File: src/rtl/xxh64_pkg.sv
`timescale 1ns / 1ps
// ----------------------------------------------------------------------------
// xxh64_pkg
// Shared constants, item classes and queue entry type of the xxHash64 hasher.
// ----------------------------------------------------------------------------
package xxh64_pkg;

	localparam logic [63:0] P1 = 64'd11400714785074694791;
	localparam logic [63:0] P2 = 64'd14029467366897019727;
	localparam logic [63:0] P3 = 64'd1609587929392839161;
	localparam logic [63:0] P4 = 64'd9650029242287828579;
	localparam logic [63:0] P5 = 64'd2870177450012600261;

	localparam int LENGTH_BITS_DEF = 64;

	// what the back end does with one request
	typedef enum logic [1:0] {
		KIND_WORD      = 2'd0,  // full word, message continues
		KIND_LAST_FULL = 2'd1,  // full word, then finish with no tail
		KIND_LAST_PART = 2'd2   // finish with the word as a 0..7 byte tail
	} kind_t;

	typedef struct packed {
		logic [63:0] word;
		logic [3:0]  nbytes;
		kind_t       kind;
	} entry_t;

	function automatic logic [63:0] rol64(input logic [63:0] v, input int r);
		rol64 = (v << r) | (v >> (64 - r));
	endfunction

endpackage

File: src/rtl/xxh64_queue.sv
`timescale 1ns / 1ps
// ----------------------------------------------------------------------------
// xxh64_queue
// Two-entry queue between the front and back ends.
// ----------------------------------------------------------------------------
module xxh64_queue (
	input  logic               clk,
	input  logic               arst_n,
	input  logic               push,
	input  xxh64_pkg::entry_t  push_entry,
	input  logic               pop,
	output xxh64_pkg::entry_t  head,
	output logic               full,
	output logic               empty
);
	import xxh64_pkg::*;

	entry_t     mem_q [2];
	logic       wr_q;
	logic       rd_q;
	logic [1:0] cnt_q;

	assign full  = (cnt_q == 2'd2);
	assign empty = (cnt_q == 2'd0);
	assign head  = mem_q[rd_q];

	always_ff @(posedge clk) begin
		if (push) begin
			mem_q[wr_q] <= push_entry;
		end
	end

	always_ff @(posedge clk or negedge arst_n) begin
		if (!arst_n) begin
			wr_q  <= 1'b0;
			rd_q  <= 1'b0;
			cnt_q <= 2'd0;
		end else begin
			if (push) begin
				wr_q <= !wr_q;
			end
			if (pop) begin
				rd_q <= !rd_q;
			end
			cnt_q <= cnt_q + {1'b0, push} - {1'b0, pop};
		end
	end

endmodule

File: config.mk
export PLATFORM = sky130hd
export DESIGN_NAME = xxh64_queue
export DESIGN_NICKNAME = d
export VERILOG_FILES = /design/src/rtl/xxh64_pkg.sv /design/src/rtl/xxh64_queue.sv
export SDC_FILE = /design/constraint.sdc
export NUM_CORES = 1
export LEC_CHECK = 0
export BUFFER_PORTS_ARGS = -buffer_cell sky130_fd_sc_hd__buf_2
export CAP_MARGIN = 10
export CORE_MARGIN = 5
export CORE_UTILIZATION = 45
export DETAILED_ROUTE_END_ITERATION = 8
export PLACE_DENSITY = 0.77
export SETUP_SLACK_MARGIN = 0.2
export SYNTH_ARGS = -nofsm -noshare
export SYNTH_HDL_FRONTEND = slang
export SYNTH_SLANG_ARGS = --single-unit
File: constraint.sdc
create_clock -name clk -period 5.65 [get_ports clk]
set_input_delay 0.2825 -clock clk [delete_from_list [all_inputs] [get_ports clk]]
set_output_delay 0.2825 -clock clk [all_outputs]
set_load 0.02 [all_outputs]
==> run summary, run 1 <==
status: complete, no violations
Wirelength per Cell: 16.65 microns
CP max stage cell: dfrtp_4
largest cells by area after synthesis: edfxtp_1 (75%), mux2_4 (19%), buf_12 (2.5%)
Buffers on Ports: 145
die height: 121.5 microns
FP Rows: 40
die extent in x: 121.5 microns
initial antenna violation count: 2
min cycle time layout: 2.812 ns
Fin Hold WS: 0.06418 ns
Post-Syn Area: 5599 sq um
synthesized net count: 309
Starting Density: 46.23%
Hold Path Depth: 1
final clock skew: 0.007257 ns
die area: 14770 sq um
Lkg Pwr: 0.002871 uW
drt drc: 0
First-pass DRT Iterations: 4
Critical path buffers and inverters: 2
post-route cell area: 7000 sq um
Max IR drop VDD: 339.6 uV
Synth Warn #: 0
crit-path cells: buf_4, mux2_2, buf_2
CP Class: flop to output pin
worst r2r src: wr_q$_DFFE_PN0P_
delay-heaviest family, CP: flip-flops
most common cell after layout, fill and taps aside: buf_2
area delta synth->final: 25.03%
highest clock rate: 355.6 MHz
P per Cell Area: 543.5 nW/um^2
# diodes: 0
post-route ant nets: 0
RSZ-0062 raised after global routing: no
crit-path max FO: 36
Critical Path End Type: output pin
largest net degree at the start of global routing: 71
critical path data arrival time: 2.53 ns
FF-to-FF setup slack: 3.50 ns
nature of the critical path startpoint: flop
first-pass GRT wire length: 14.88 mm
Core Region: 12110 sq um
Slew HR: 35.56%
DP HPWL: 6.343 mm
worst-margin pin slew: 0.9666 ns
Final Max Tran Viols: 0
final wirelength: 9.542 mm
Setup crit start: rd_q$_DFFE_PN0P_
Root Buffer: clkbuf_16
Hold Vio Cnt, Final: 0
clk_lat worst skew: 0.41 ns
share of the synthesized area in the top cell type: 75.08%
# setup viols final: 0
Seq/Total Area, Yosys: 76.87%
worst path required time: 5.37 ns
Worst Hold End: mem_q[1][1]$_DFFE_PP_
remaining global-route overflow: 0
Reg2Reg Capture Point: mem_q[0][17]$_DFFE_PP_
DP Area: 6412 sq um
CP peak stage delay: 0.85 ns
setup TNS: 0 ns
R2R depth: 2
Reg clk slew, reported paths: 0.06 ns
CTS tree: built
Num Clock Sinks: 144
via count: 2622
synthesized area per cell: 24.03 sq um
Hold Path Origin: push_entry[1]
DR iter-0 viols: 147
Overall Global Routing Usage: 13.42%
gpl congestion: 0.6794
cts repair resizes: 0
cell taking the most area after synthesis: edfxtp_1
Nets: 468
Netlist cell types: 13
fillers: 950
layout cells sized above 1: 61.23%
MaxCap Viol Count: 0
Synth Instances: 233
crit share post-route: 49.77%
most frequent cells in the layout: buf_2 (145), edfxtp_1 (140), mux2_4 (69)
io pins: 146
vias per cell: 4.576
Inserted Clock Buffers: 17
Clock Tree Buf Depth: 2
Clock H-tree levels: 4
number of global-route vias before repair: 2857
Tightest Hold Check Type: input port to flop
flops & latches, synth: 144
cells in the mapped netlist (all sizes together):
master	instances
nor2	1
ha	2
xor3	1
buf	8
mux2	70
and2	1
xor2	2
edfxtp	140
nor2b	2
dfrtp	4
inv	2
metrics by stage:
step                total power [uW]  std cells  utilization (%)  worst slack (ns)
floorplan                       2536        233                -             1.632
global placement                2750        540            52.94             3.227
detailed placement              2777        540            52.94             3.221
CTS                             3867        573            57.80             2.766
global route                    3988        573            57.80             2.691
finish                          3805        573            57.80             2.838
worst max-delay path by stage:
stage,end,slack [ns],cells after the start
5_1_grt,head[69],2.69,3
3_5_place_dp,head[69],3.22,3
2_1_floorplan,mem_q[0][0]$_DFFE_PP_,1.63,1
6_report,head[69],2.84,3
3_3_place_gp,head[69],3.23,3
4_1_cts,head[69],2.77,3
what timing repair did:
action,CTS,global route
setup buffers,0,0
hold buffers,1,0
hold endpoints to repair,4,0
setup endpoints to repair,0,0
worst register-to-register path, delay by kind of cell, from the launching register on:
family	cells	cell delay (ns)
AND/OR/NAND/NOR	1	0.72
buffers and inverters	1	0.63
flip-flops	1	0.43
power breakdown:
part           internal [uW]  leakage (uW)  switching, uW
clock                    687      0.000289            393
combinational            554       0.00122            624
sequential              1420       0.00136            124
total                   2660       0.00287           1140
flip-flops by register name, summed over array words and instances (netlist names):
signal	flops
mem_q	140
wr_q	1
cnt_q	2
rd_q	1
metal layers:
layer	vias to the layer above	track usage, %	part of all wire [%]
li1	1244	-	-
met1	1266	15.51	40
met2	93	21.93	50
met3	15	5.942	8.3
met4	4	5.462	1.6
met5	-	0	0.22
final cells by class:
cell class	instances	area [sq um]	share of cell area (%)
tap	168	210.2	3.003
sequential	144	4308	61.54
multi-input combinational	79	1146	16.37
clock inverter	13	145.1	2.073
clock buffer	19	432.9	6.184
timing repair buffer	148	750.7	10.72
inverter	2	7.507	0.1072
cells by family (layout without fill, tap and decap cells):
kind of cell,count (synthesis),in the layout,synth area share (%)
multiplexers,70,70,18.70
adder cells (fa/ha/maj),2,2,0.4469
AND/OR/NAND/NOR,4,4,0.4022
XOR/XNOR,3,3,0.7374
flip-flops,144,144,76.87
buffers and inverters,10,182,2.838
Power figures use the tool's default switching activity.
==> inputs of run 2 (changes only) <==
--- a/config.mk
+++ b/config.mk
@@ -5,6 +5,7 @@
 export SDC_FILE = /design/constraint.sdc
 export NUM_CORES = 1
 export LEC_CHECK = 0
+export ABC_AREA = 1
 export BUFFER_PORTS_ARGS = -buffer_cell sky130_fd_sc_hd__buf_2
 export CAP_MARGIN = 10
 export CORE_MARGIN = 5
==> constraint.sdc (replaced) <==
create_clock -name clk -period 2.6 [get_ports clk]
set_input_delay 0.13 -clock clk [delete_from_list [all_inputs] [get_ports clk]]
set_output_delay 0.13 -clock clk [all_outputs]
set_load 0.02 [all_outputs]
==> run summary, run 2 <==
Reg with most FFs: mem_q
nature of the critical path startpoint: flop
largest cells by area after synthesis: edfxtp_1 (77%), o21ai_0 (6.5%), inv_1 (5.3%)
DP HPWL: 6.537 mm
via count: 3544
highest clock rate: 469.9 MHz
most frequent cells after synthesis: edfxtp_1 (140), inv_1 (77), nand2_1 (76)
Seq/Total Area, Yosys: 79.28%
most common cell after layout, fill and taps aside: buf_2
synthesized net count: 466
gpl congestion: 0.7244
crit-path max FO: 73
io pins: 146
flops & latches, synth: 144
# setup viols final: 0
Inserted Clock Buffers: 17
post-route ant nets: 0
status: complete, no violations
Layout Cells excl Fill: 774
Num Clock Sinks: 144
most common cell in the netlist: edfxtp_1
Max IR drop VDD: 663.4 uV
Netlist cell types: 13
number of synthesized flops with an enable pin: 140
synthesized area per cell: 13.92 sq um
Post-Syn Area: 5429 sq um
cts repair resizes: 0
Wirelength per Cell: 14.30 microns
Core Region: 11910 sq um
cell taking the most area after synthesis: edfxtp_1
min cycle time layout: 2.128 ns
final wirelength: 11.07 mm
largest net degree at the start of global routing: 74
Primary FF master, synth: edfxtp_1
Slew HR: 59.22%
DR iter-0 viols: 194
Root Buffer: clkbuf_16
Clock Tree Buf Depth: 2
MaxCap Viol Count: 0
# diodes: 0
Starting Density: 45.58%
max reg flops: 140
drt drc: 0
hold_buf cts: 73
FP Rows: 40
Overall Global Routing Usage: 15.83%
Clock H-tree levels: 4
number of global-route vias before repair: 3665
vias per cell: 4.579
Lkg Pwr: 0.003276 uW
Tightest Hold Check Type: input port to asynchronous set/reset pin
Reg clk slew, reported paths: 0.06 ns
# Post-CTS Setup Buffers: 0
placed cell count: 670
initial antenna violation count: 0
worst path required time: 2.47 ns
Nets: 691
final clock skew: 0.006241 ns
critical path data arrival time: 2.00 ns
area delta synth->final: 39.94%
die area: 14360 sq um
Synth Warn #: 0
Synth async-reset ratio: 2.778%
RSZ-0062 raised after global routing: no
crit share post-route: 81.85%
remaining global-route overflow: 0
die extent in x: 119.8 microns
Final Util: 63.78%
area of the multi-input gates: 701.9 sq um
Final Max Tran Viols: 0
P per Cell Area: 1087 nW/um^2
CTS tree: built
worst-margin pin slew: 0.6118 ns
share of the synthesized area in the top cell type: 77.44%
setup TNS: 0 ns
Critical Path End Type: output pin
first-pass GRT wire length: 17.60 mm
CP Class: flop to output pin
total power: 8261 uW
die height: 119.8 microns
most frequent cells in the layout: buf_2 (145), edfxtp_1 (140), inv_1 (76), nand2_1 (76), dlygate4sd3_1 (73)
Synth Instances: 390
Register Area: 4308 sq um
Hold Vio Cnt, Final: 0
layout cells sized above 1: 28.55%
clk_lat worst skew: 0.40 ns
fillers: 880
First-pass DRT Iterations: 4
Buffers on Ports: 145
top flop regs: mem_q x140, cnt_q x2
-- run 2: final timing paths --
kind / slack, ns / cells past startpoint / start / end
setup reg to reg: 1.13 / 2 / rd_q$_DFFE_PN0P_ / rd_q$_DFFE_PN0P_
max in group asynchronous: 2.37 / 2 / arst_n / rd_q$_DFFE_PN0P_
hold / removal: 0.1 / 2 / arst_n / rd_q$_DFFE_PN0P_
setup / recovery: 0.47 / 4 / rd_q$_DFFE_PN0P_ / head[20]
min in group clk: 0.44 / 2 / push_entry[0] / mem_q[1][0]$_DFFE_PP_
hold reg to reg: 0.55 / 1 / wr_q$_DFFE_PN0P_ / wr_q$_DFFE_PN0P_
-- run 2: report_power, final --
part           internal [uW]  switching [uW]  leakage [uW]
sequential              3090             254       0.00136
clock                   1580             862      0.000295
combinational            787            1690       0.00162
total                   5450            2810       0.00328
-- run 2: layout make-up --
| class | instances | share of cell area, % |
|---|---|---|
| clock buffer | 17 | 5.599 |
| clock inverter | 14 | 2.273 |
| inverter | 77 | 3.804 |
| multi-input combinational | 154 | 9.239 |
| sequential | 144 | 56.70 |
| tap | 147 | 2.421 |
| timing repair buffer | 221 | 19.96 |
-- run 2: kinds of logic after synthesis --
logic type,count (synthesis),share of synthesized area [%]
DFF,144,79.28
adders and majority gates,2,0.4609
buffers and inverters,92,7.928
xor gates and xnor gates,2,0.3227
and+or+nand+nor,80,5.554
AOI/OAI and AO/OA,70,6.453
-- run 2: layer usage --
layer / GRT usage (%) / vias to the layer above / part of all wire, %
met3: 5.184 / 24 / 5.8
met5: 0 / - / 0
met4: 7.516 / 0 / 2.4
met2: 27.72 / 123 / 53
met1: 17.36 / 1636 / 39
li1: - / 1761 / -
-- run 2: critical path: stages (launching register included) --
cell     delay [ns]
dfrtp_4        0.81
buf_12         0.32
nand2_1        0.08
o21ai_0        0.09
buf_2          0.20
-- run 2: per-stage QoR --
stage	hold slack (ns)	setup slack [ns]	cell area [sq um]
6_report	0.09670	0.4719	7597
5_1_grt	0.09250	0.2912	7597
4_1_cts	0.03311	0.4395	7597
3_5_place_dp	-0.06080	0.8843	6269
3_3_place_gp	-0.06334	0.9178	6269
2_1_floorplan	-0.1656	0.3471	5436
